**config.mk**
```make
export PLATFORM = sky130hd
export DESIGN_NAME = modbus_rtu_register_reader
export DESIGN_NICKNAME = d
export VERILOG_FILES = /design/src/mrr_pkg.sv /design/src/mrr_word_store.sv /design/src/modbus_rtu_register_reader.sv
export SDC_FILE = /design/constraint.sdc
export NUM_CORES = 1
export LEC_CHECK = 0
export BUFFER_PORTS_ARGS = -buffer_cell sky130_fd_sc_hd__buf_2
export CORE_MARGIN = 1
export CORE_UTILIZATION = 55
export CTS_BUF_LIST = sky130_fd_sc_hd__clkbuf_2
export DETAILED_ROUTE_END_ITERATION = 16
export HOLD_SLACK_MARGIN = 0.05
export PLACE_DENSITY = 0.76
export SLEW_MARGIN = 20
export SYNTH_ARGS = -nofsm -noshare
export SYNTH_HDL_FRONTEND = slang
export SYNTH_HIERARCHICAL = 1
export SYNTH_SLANG_ARGS = --single-unit
```
**constraint.sdc**
```tcl
create_clock -name clk_i -period 7.7 [get_ports clk_i]
set_input_delay 1.155 -clock clk_i [delete_from_list [all_inputs] [get_ports clk_i]]
set_output_delay 1.155 -clock clk_i [all_outputs]
set_load 0.005 [all_outputs]
```
**src/mrr_pkg.sv**
```systemverilog
`default_nettype none
// ----------------------------------------------------------------------------
// mrr_pkg
// Shared types, constants and the CRC-16 byte update for the register reader.
// ----------------------------------------------------------------------------
package mrr_pkg;

  // words kept from one reply
  localparam int MaxWords = 20;
  localparam int AddrW    = $clog2(MaxWords);
  localparam int WordCntW = $clog2(MaxWords + 1);
  // reply byte position runs up to 3 + 2*MaxWords + 1
  localparam int PosW     = $clog2(3 + 2 * MaxWords + 2);

  localparam logic [15:0] CrcInit = 16'hFFFF;
  localparam logic [15:0] CrcPoly = 16'hA001;

  localparam logic [6:0]  FuncCodeReset = 7'd4;
  localparam logic [15:0] RegLimitReset = 16'd400;

  typedef enum logic [1:0] {
    KIND_START   = 2'd0,
    KIND_BYTE    = 2'd1,
    KIND_READ    = 2'd2,
    KIND_TIMEOUT = 2'd3
  } mrr_kind_e;

  typedef enum logic [2:0] {
    ST_OK      = 3'd0,
    ST_TIMEOUT = 3'd1,
    ST_CRC     = 3'd2,
    ST_NODE    = 3'd3,
    ST_FUNC    = 3'd4,
    ST_MISS    = 3'd5,
    ST_BUSY    = 3'd6
  } mrr_status_e;

  typedef enum logic {
    CFG_FUNCTION_CODE  = 1'b0,
    CFG_REGISTER_LIMIT = 1'b1
  } mrr_cfg_e;

  typedef enum logic [1:0] {
    S_IDLE = 2'd0,
    S_TX   = 2'd1,
    S_READ = 2'd2
  } mrr_state_e;

  typedef struct packed {
    mrr_kind_e   kind;
    logic [7:0]  node;
    logic [15:0] register_address;
    logic [7:0]  rx_byte;
    logic        two_words;
  } mrr_in_t;

  typedef struct packed {
    logic        is_tx;
    logic [7:0]  tx_byte;
    logic        last;
    mrr_status_e status;
    logic [31:0] value;
    logic [15:0] error_count;
    logic [15:0] success_count;
  } mrr_out_t;

  // word store access for one cycle
  typedef struct packed {
    logic             we;
    logic [AddrW-1:0] waddr;
    logic [15:0]      wdata;
    logic             re;
    logic [AddrW-1:0] raddr0;
    logic [AddrW-1:0] raddr1;
  } mrr_mem_req_t;

  // reflected crc-16, one byte
  function automatic logic [15:0] mrr_crc_byte(input logic [15:0] crc_in,
                                               input logic [7:0]  data);
    logic [15:0] c;
    c = crc_in ^ {8'h00, data};
    for (int k = 0; k < 8; k++) begin
      c = c[0] ? ((c >> 1) ^ CrcPoly) : (c >> 1);
    end
    return c;
  endfunction

endpackage
`default_nettype wire

```
**src/mrr_word_store.sv**
```systemverilog
`default_nettype none
// ----------------------------------------------------------------------------
// mrr_word_store
// Reply data words: one write port, two registered read ports.
// ----------------------------------------------------------------------------
module mrr_word_store
  import mrr_pkg::*;
(
  input  wire logic         clk_i,
  input  wire mrr_mem_req_t req_i,
  output logic [15:0]       rd0_o,
  output logic [15:0]       rd1_o
);

  logic [15:0] mem_q [MaxWords];
  logic [15:0] rd0_q;
  logic [15:0] rd1_q;

  // write port
  always_ff @(posedge clk_i) begin
    if (req_i.we) begin
      mem_q[req_i.waddr] <= req_i.wdata;
    end
  end

  // registered read ports
  always_ff @(posedge clk_i) begin
    if (req_i.re) begin
      rd0_q <= mem_q[req_i.raddr0];
      rd1_q <= mem_q[req_i.raddr1];
    end
  end

  assign rd0_o = rd0_q;
  assign rd1_o = rd1_q;

endmodule
`default_nettype wire

```
**src/modbus_rtu_register_reader.sv**
```systemverilog
// Timing: a received byte or a timeout is handled in its accept cycle; a cache read
// that hits loads after one word store read; other results load in the accept cycle.
// A start request is accepted, then sends one request byte per cycle while the output
// slot is free, with the crc built one byte per cycle by the shared byte-wide crc unit.
// Reset clears control state and counters, sets function code 4 and limit 400;
// the word store is not cleared, so no clearing pass follows reset.
`default_nettype none
// ----------------------------------------------------------------------------
// modbus_rtu_register_reader
// Serial-line master for register reads: sends the read request, checks the
// reply, keeps the data words in a small store and answers cached reads.
// ----------------------------------------------------------------------------
module modbus_rtu_register_reader
  import mrr_pkg::*;
(
  input  wire logic        clk_i,
  input  wire logic        rst_ni,
  input  wire logic        in_valid_i,
  output logic             in_ready_o,
  input  wire mrr_in_t     in_data_i,
  output logic             out_valid_o,
  input  wire logic        out_ready_i,
  output mrr_out_t         out_data_o,
  input  wire logic        cfg_we_i,
  input  wire mrr_cfg_e    cfg_index_i,
  input  wire logic [15:0] cfg_data_i
);

  mrr_state_e  state_q, state_d;
  logic [6:0]  fc_q;
  logic [15:0] limit_q;
  logic        busy_q, busy_d;
  logic        cache_valid_q, cache_valid_d;
  logic [7:0]  target_node_q, target_node_d;
  logic [15:0] start_reg_q, start_reg_d;
  logic [WordCntW-1:0] word_count_q, word_count_d;
  logic [PosW-1:0]     byte_pos_q, byte_pos_d;
  logic [15:0] crc_q, crc_d;
  mrr_status_e frame_status_q, frame_status_d;
  logic [7:0]  crc_low_q, crc_low_d;
  logic [7:0]  hi_byte_q, hi_byte_d;
  logic [15:0] fail_q, fail_d;
  logic [15:0] ok_q, ok_d;
  logic [2:0]  tx_idx_q, tx_idx_d;
  logic        two_q, two_d;
  logic        out_valid_q, out_valid_d;
  mrr_out_t    out_q, out_d;

  mrr_mem_req_t mem_req;
  logic [15:0]  rd0;
  logic [15:0]  rd1;

  logic            out_free;
  logic            accept;
  logic [7:0]      crc_in_byte;
  logic [15:0]     crc_next;
  logic [7:0]      tx_byte_sel;
  logic [15:0]     count16;
  logic [15:0]     lim_diff;
  logic [PosW-1:0] data_end;
  logic [PosW-1:0] wr_off;
  logic [16:0]     rd_off;
  logic [17:0]     rd_end;
  logic            rd_hit;
  logic            load;
  mrr_status_e     load_status;
  logic            load_tx;
  logic            load_last;
  logic [7:0]      load_byte;
  logic [31:0]     load_value;

  // word store
  mrr_word_store u_store (
    .clk_i (clk_i),
    .req_i (mem_req),
    .rd0_o (rd0),
    .rd1_o (rd1)
  );

  // configuration registers
  always_ff @(posedge clk_i or negedge rst_ni) begin
    if (!rst_ni) begin
      fc_q    <= FuncCodeReset;
      limit_q <= RegLimitReset;
    end else if (cfg_we_i) begin
      unique case (cfg_index_i)
        CFG_FUNCTION_CODE:  fc_q    <= cfg_data_i[6:0];
        CFG_REGISTER_LIMIT: limit_q <= cfg_data_i;
        default: ;
      endcase
    end
  end

  // request frame byte and shared crc unit
  assign count16 = 16'(word_count_q);
  always_comb begin
    case (tx_idx_q)
      3'd0:    tx_byte_sel = target_node_q;
      3'd1:    tx_byte_sel = {1'b0, fc_q};
      3'd2:    tx_byte_sel = start_reg_q[15:8];
      3'd3:    tx_byte_sel = start_reg_q[7:0];
      3'd4:    tx_byte_sel = count16[15:8];
      3'd5:    tx_byte_sel = count16[7:0];
      3'd6:    tx_byte_sel = crc_q[7:0];
      default: tx_byte_sel = crc_q[15:8];
    endcase
  end

  assign crc_in_byte = (state_q == S_TX) ? tx_byte_sel : in_data_i.rx_byte;
  assign crc_next    = mrr_crc_byte(crc_q, crc_in_byte);

  // reply and read address arithmetic
  assign lim_diff = limit_q - in_data_i.register_address;
  assign data_end = PosW'(3) + PosW'({word_count_q, 1'b0});
  assign wr_off   = byte_pos_q - PosW'(3);
  assign rd_off   = {1'b0, in_data_i.register_address} - {1'b0, start_reg_q};
  assign rd_end   = {1'b0, rd_off} + (in_data_i.two_words ? 18'd2 : 18'd1);
  // word_count never exceeds MaxWords, so this bound covers the store too
  assign rd_hit   = cache_valid_q && (in_data_i.node == target_node_q) &&
                    !rd_off[16] && (rd_end <= 18'(word_count_q));

  // handshake
  assign out_free   = !out_valid_q || out_ready_i;
  assign in_ready_o = (state_q == S_IDLE) && out_free;
  assign accept     = in_valid_i && in_ready_o;

  // next state and datapath
  always_comb begin
    state_d        = state_q;
    busy_d         = busy_q;
    cache_valid_d  = cache_valid_q;
    target_node_d  = target_node_q;
    start_reg_d    = start_reg_q;
    word_count_d   = word_count_q;
    byte_pos_d     = byte_pos_q;
    crc_d          = crc_q;
    frame_status_d = frame_status_q;
    crc_low_d      = crc_low_q;
    hi_byte_d      = hi_byte_q;
    fail_d         = fail_q;
    ok_d           = ok_q;
    tx_idx_d       = tx_idx_q;
    two_d          = two_q;
    out_valid_d    = out_valid_q && !out_ready_i;
    out_d          = out_q;
    mem_req        = '0;
    load           = 1'b0;
    load_status    = ST_OK;
    load_tx        = 1'b0;
    load_last      = 1'b1;
    load_byte      = 8'h00;
    load_value     = 32'h0;

    unique case (state_q)
      S_IDLE: begin
        if (accept) begin
          unique case (in_data_i.kind)
            KIND_START: begin
              if (busy_q) begin
                load        = 1'b1;
                load_status = ST_BUSY;
              end else begin
                busy_d         = 1'b1;
                cache_valid_d  = 1'b0;
                target_node_d  = in_data_i.node;
                start_reg_d    = in_data_i.register_address;
                word_count_d   = (lim_diff > 16'(MaxWords)) ? WordCntW'(MaxWords)
                                                            : lim_diff[WordCntW-1:0];
                byte_pos_d     = '0;
                crc_d          = CrcInit;
                frame_status_d = ST_OK;
                tx_idx_d       = 3'd0;
                state_d        = S_TX;
              end
            end
            KIND_BYTE: begin
              if (busy_q) begin
                if (byte_pos_q < data_end) begin
                  // header and data bytes feed the crc
                  crc_d      = crc_next;
                  byte_pos_d = byte_pos_q + PosW'(1);
                  if (byte_pos_q == PosW'(0) && in_data_i.rx_byte != target_node_q &&
                      frame_status_q == ST_OK) begin
                    frame_status_d = ST_NODE;
                  end
                  if (byte_pos_q == PosW'(1) && in_data_i.rx_byte != {1'b0, fc_q} &&
                      frame_status_q == ST_OK) begin
                    frame_status_d = ST_FUNC;
                  end
                  if (byte_pos_q >= PosW'(3)) begin
                    if (!wr_off[0]) begin
                      hi_byte_d = in_data_i.rx_byte;
                    end else begin
                      mem_req.we    = 1'b1;
                      mem_req.waddr = AddrW'(wr_off >> 1);
                      mem_req.wdata = {hi_byte_q, in_data_i.rx_byte};
                    end
                  end
                end else if (byte_pos_q == data_end) begin
                  crc_low_d  = in_data_i.rx_byte;
                  byte_pos_d = byte_pos_q + PosW'(1);
                end else begin
                  // end of reply: node, function, then crc
                  load_status = frame_status_q;
                  if (frame_status_q == ST_OK &&
                      {in_data_i.rx_byte, crc_low_q} != crc_q) begin
                    load_status = ST_CRC;
                  end
                  load           = 1'b1;
                  busy_d         = 1'b0;
                  byte_pos_d     = '0;
                  crc_d          = CrcInit;
                  frame_status_d = ST_OK;
                  if (load_status == ST_OK) begin
                    ok_d          = ok_q + 16'd1;
                    cache_valid_d = 1'b1;
                  end else begin
                    fail_d        = fail_q + 16'd1;
                    cache_valid_d = 1'b0;
                  end
                end
              end
            end
            KIND_READ: begin
              if (busy_q) begin
                load        = 1'b1;
                load_status = ST_BUSY;
              end else if (rd_hit) begin
                mem_req.re     = 1'b1;
                mem_req.raddr0 = rd_off[AddrW-1:0];
                mem_req.raddr1 = rd_off[AddrW-1:0] + AddrW'(1);
                two_d          = in_data_i.two_words;
                state_d        = S_READ;
              end else begin
                load        = 1'b1;
                load_status = ST_MISS;
              end
            end
            KIND_TIMEOUT: begin
              if (busy_q) begin
                busy_d         = 1'b0;
                cache_valid_d  = 1'b0;
                byte_pos_d     = '0;
                crc_d          = CrcInit;
                frame_status_d = ST_OK;
                fail_d         = fail_q + 16'd1;
                load           = 1'b1;
                load_status    = ST_TIMEOUT;
              end
            end
            default: ;
          endcase
        end
      end
      S_TX: begin
        // one request byte per transfer slot
        if (out_free) begin
          load      = 1'b1;
          load_tx   = 1'b1;
          load_byte = tx_byte_sel;
          load_last = (tx_idx_q == 3'd7);
          tx_idx_d  = tx_idx_q + 3'd1;
          if (tx_idx_q < 3'd6) begin
            crc_d = crc_next;
          end
          if (tx_idx_q == 3'd7) begin
            crc_d   = CrcInit;
            state_d = S_IDLE;
          end
        end
      end
      S_READ: begin
        // output slot was freed when the read was accepted
        load       = 1'b1;
        load_value = two_q ? {rd0, rd1} : {16'h0000, rd0};
        state_d    = S_IDLE;
      end
      default: state_d = S_IDLE;
    endcase

    if (load) begin
      out_valid_d         = 1'b1;
      out_d.is_tx         = load_tx;
      out_d.tx_byte       = load_byte;
      out_d.last          = load_last;
      out_d.status        = load_status;
      out_d.value         = load_value;
      out_d.error_count   = fail_d;
      out_d.success_count = ok_d;
    end
  end

  // control state
  always_ff @(posedge clk_i or negedge rst_ni) begin
    if (!rst_ni) begin
      state_q        <= S_IDLE;
      busy_q         <= 1'b0;
      cache_valid_q  <= 1'b0;
      word_count_q   <= '0;
      byte_pos_q     <= '0;
      crc_q          <= CrcInit;
      frame_status_q <= ST_OK;
      fail_q         <= 16'h0000;
      ok_q           <= 16'h0000;
      tx_idx_q       <= 3'd0;
      out_valid_q    <= 1'b0;
    end else begin
      state_q        <= state_d;
      busy_q         <= busy_d;
      cache_valid_q  <= cache_valid_d;
      word_count_q   <= word_count_d;
      byte_pos_q     <= byte_pos_d;
      crc_q          <= crc_d;
      frame_status_q <= frame_status_d;
      fail_q         <= fail_d;
      ok_q           <= ok_d;
      tx_idx_q       <= tx_idx_d;
      out_valid_q    <= out_valid_d;
    end
  end

  // payload registers
  always_ff @(posedge clk_i) begin
    target_node_q <= target_node_d;
    start_reg_q   <= start_reg_d;
    crc_low_q     <= crc_low_d;
    hi_byte_q     <= hi_byte_d;
    two_q         <= two_d;
    out_q         <= out_d;
  end

  assign out_valid_o = out_valid_q;
  assign out_data_o  = out_q;

`ifndef NO_ASSERTIONS
  // request bytes only go out for a transaction in flight
  a_tx_busy: assert property (@(posedge clk_i) disable iff (!rst_ni)
    state_q == S_TX |-> busy_q)
    else $error("request frame sent while not busy");

  // a cache read lands in an empty output slot
  a_read_slot: assert property (@(posedge clk_i) disable iff (!rst_ni)
    state_q == S_READ |-> !out_valid_q)
    else $error("read result would overwrite a pending result");

  // word store is written only while a reply is in progress
  a_write_busy: assert property (@(posedge clk_i) disable iff (!rst_ni)
    mem_req.we |-> busy_q && state_q == S_IDLE)
    else $error("word store written outside a reply");

  // reply position never runs past the crc bytes
  a_pos_bound: assert property (@(posedge clk_i) disable iff (!rst_ni)
    busy_q |-> byte_pos_q <= data_end + PosW'(1))
    else $error("reply position out of range");

  // counters move by at most one per cycle and never together
  a_count_step: assert property (@(posedge clk_i) disable iff (!rst_ni)
    (fail_q != $past(fail_q)) |-> (ok_q == $past(ok_q)))
    else $error("both counters changed in one cycle");
`endif

endmodule
`default_nettype wire

```
==> impl_results.md <==
- Outcome: complete, no violations
- Via/cell ratio: about 6.3
- Antenna violations before repair: 3
- Port buffer count: roughly 140
- Final ANT Viol Nets: 0
- Clk_skew: 0.0931 ns
- Crit-path slowest cell: a311oi_1
- Peak fanout along the critical path: 19
- CP dominant cell by count: ha_1
- Global-route wire length before repair: 118 mm
- Worst-case clock buffer depth: 3
- Layout cells sized above 1: 20.7%
- Non-Filler Instances: 3238
- Final period util: ~86%
- Synth top area share: 49.9%
- Vias in the first global route: 20300
- CP required: 8.74 ns
- Lkg Pwr: 11.4 nW
- PwrDens: 244 mW/mm^2
- Worst hold slack: 0.231 ns
- RSZ-0062 raised after global routing: no
- Clk pwr share: 26.8%
- Startpoint types: input port
- Cell taking the most area after synthesis: edfxtp_1
- Filler cell count: about 3800
- F_max: 152 MHz
- WHS Path Cells: 1
- Final setup vio count: 0
- Cell Int Power: 5.28 mW
- Die ar.: 0.0523 sq mm
- CP peak stage delay: 0.67 ns
- Fin. max-slew vios: 0
- Post-layout util: a little over three fifths
- Measured slew at the worst slew-check pin: 1.17 ns
- CP delay by family, top: compound AO/OA/AOI/OAI gates
- Max Cap Violations: 0
- Row count: 82
- Register bit total from synthesis: 562
- FF+latch area: 0.0164 sq mm
- Ys async rst share: 16.4%
- Synth Flop Type: edfxtp_1
- Net count after synthesis: 2322
- Largest net degree at the start of global routing: 94
- Length of the first detailed-routing pass in iterations: 6
- Clk slew on worst S/H paths: roughly 0.090 ns
- Post-synth EDFFs: 470
- Crit path kind: in2reg
- VDD IR max: slightly above 300 uV
- Max-slew headroom: a little over a fifth
- Final Hold Fails: 0
- Insertion delay to the later sink of the worst-skew pair: 1.35 ns
- Avg Inst Size Synth: roughly 13 sq um
- Switching share of total power: about a third
- Cell variety after synth: 84
- Resized cells post-CTS: 0
- Worst Reg-to-Reg Cells: 22
- Crit. End Element: register
- Synthesized instance count: 2200
- Residual DRC: 0
- Initial DRC Count: 2440
- Die height: 229 um
- All-Layer GR Usage: 29.8%
- DP Wirelength: 51.3 mm
- Detailed Route WL: approximately 77 mm
- Net Sw Power: 2.42 mW
- Sequential area share after synthesis: 58.2%
- Area delta synth->final: 11.6%
- Number of top-level pins: 136
- Inst Count DP: 2950
- Vias: 20300
- Initial core utilization: 56.1%
- Hold Crit Class: in2reg
- Warnings, synthesis: 6
- Clock Sinks: 562
- Core area: 0.0504 sq mm
- Cell Area, Synth: approximately 0.028 sq mm
- Largest cells by area after synthesis: edfxtp_1 (50%), mux2i_1 (9.5%), dfrtp_1 (6.4%), ha_1 (2.7%), mux4_2 (2.6%)
- GR Overflow Total: 0
- Nets: ~2600
- CTS tree: done
- Reg power frac: 49.6%
- CTS buffer count: 142
- Comb power frac: 23.6%
- Final critical-path required period: 6.60 ns
- CP arrival: 7.64 ns
- Placer Congestion: slightly above 0.9
- Die X: ~230 um
- Setup TNS: 0 ns
- Wirelength per Cell: 23.8 um
- Worst path depth: 25
- Multi-input logic area: 0.0111 sq mm
- Root Buffer: clkbuf_2
- H-tree Lvls: 4
- CP Buf/Inv Count: 6
==> area by class of cell <==
cell class / instances / share of cell area, %
antenna: 5 / 0.0397
clock buffer: 210 / 3.33
clock inverter: 31 / 0.805
inverter: 92 / 1.09
multi-input combinational: 1439 / 35.0
sequential: 562 / 52.1
tap: 672 / 2.66
timing repair buffer: 227 / 4.91
==> through the flow <==
step	cell area (sq um)	power (mW)	worst slack (ns)
6_report	31600	7.70	1.10
5_1_grt	31500	8.11	0.762
4_1_cts	31500	7.73	1.40
3_5_place_dp	29800	5.67	0.510
3_3_place_gp	29800	5.62	0.537
2_1_floorplan	28300	5.12	1.54
==> placed cells by master, fill, tap and decap left out, types with 62 or more instances in the layout <==
| master | count |
|---|---|
| clkbuf_2 | 210 |
| dfrtp_1 | 72 |
| nand2_1 | 184 |
| o22ai_1 | 73 |
| edfxtp_1 | 470 |
| buf_2 | 134 |
| mux2i_1 | 268 |
| inv_1 | 91 |
| nor2_1 | 110 |
| o21ai_0 | 66 |
| ha_1 | 62 |
| xnor2_1 | 70 |
==> cell families after synthesis <==
kind of cell,Yosys count,share of synthesized area [%]
XOR/XNOR,99,3.17
AND/OR/NAND/NOR,566,9.90
multiplexers,337,13.8
adder cells (fa/ha/maj),65,2.96
flip-flops,562,58.2
buffers and inverters,199,3.00
AO/OA/AOI/OAI,372,8.96
==> state kept, by name, summed over array words and instances (netlist names), 6 cells and up <==
| register | count |
|---|---|
| byte_pos_q | 6 |
| crc_low_q | 8 |
| crc_q | 16 |
| fail_q | 16 |
| fc_q | 7 |
| hi_byte_q | 8 |
| limit_q | 16 |
| ok_q | 16 |
| out_data_o | 77 |
| start_reg_q | 16 |
| target_node_q | 8 |
| u_store/mem_q | 320 |
| u_store/rd0_o | 16 |
| u_store/rd1_o | 16 |
==> routing by layer <==
metal | track usage [%] | vias to the layer above | routed length [um]
met5 | 0 | - | 9
met4 | 11.9 | 2 | 2540
met3 | 8.36 | 183 | 8420
met2 | 45.1 | 1169 | 35100
met1 | 40.8 | 9983 | 31000
li1 | - | 9005 | -
==> power groups by stage <==
stage / logic [mW] / registers (mW) / clock network (mW)
6_report: 1.82 / 3.82 / 2.06
3_3_place_gp: 1.74 / 3.87 / 0
4_1_cts: 1.81 / 3.82 / 2.10
5_1_grt: 2.00 / 3.85 / 2.26
3_5_place_dp: 1.79 / 3.88 / 0
2_1_floorplan: 1.29 / 3.82 / 0
==> cells in the mapped netlist, types with 7 or more instances <==
master / n
dfrtp_1: 72
nor2b_1: 20
and3_1: 33
nor2_1: 125
a21o_1: 16
o22a_1: 7
dfstp_2: 20
ha_1: 62
nand3_1: 36
a222oi_1: 10
or3_1: 8
nand2_1: 184
nand2b_1: 14
o21a_1: 9
o31ai_1: 19
a211oi_1: 35
edfxtp_1: 470
mux2_2: 31
buf_2: 42
mux2i_1: 268
a22oi_1: 35
o21ai_0: 66
a21oi_1: 49
xnor2_1: 70
and2_1: 24
nor3_1: 28
xor2_1: 27
mux4_2: 32
inv_1: 91
nand3b_1: 7
nand4_1: 49
clkbuf_1: 54
o22ai_1: 73
==> final timing paths <==
path | start | to | slack (ns)
max | in_data_i[9] | u_store/rd0_o[11]$_DFFE_PP_ | 1.10
min | in_data_i[7] | hi_byte_q[6]$_DFFE_PP_ | 0.23
max reg2reg | start_reg_q[0]$_DFFE_PP_ | u_store/rd0_o[11]$_DFFE_PP_ | 1.23
min reg2reg | ok_q[15]$_DFF_PN0_ | ok_q[15]$_DFF_PN0_ | 0.48
max in group asynchronous | rst_ni | fc_q[0]$_DFFE_PN0P_ | 6.14
min in group asynchronous | rst_ni | ok_q[11]$_DFF_PN0_ | 0.27
==> timing repair <==
item | 4_1_cts | 5_1_grt
buffers inserted | 0 | 0
hold buffers | 42 | 0
endpoints found under the hold margin | 72 | 0
setup endpoints to repair | 0 | 0
(Power assumes the default switching activity.)
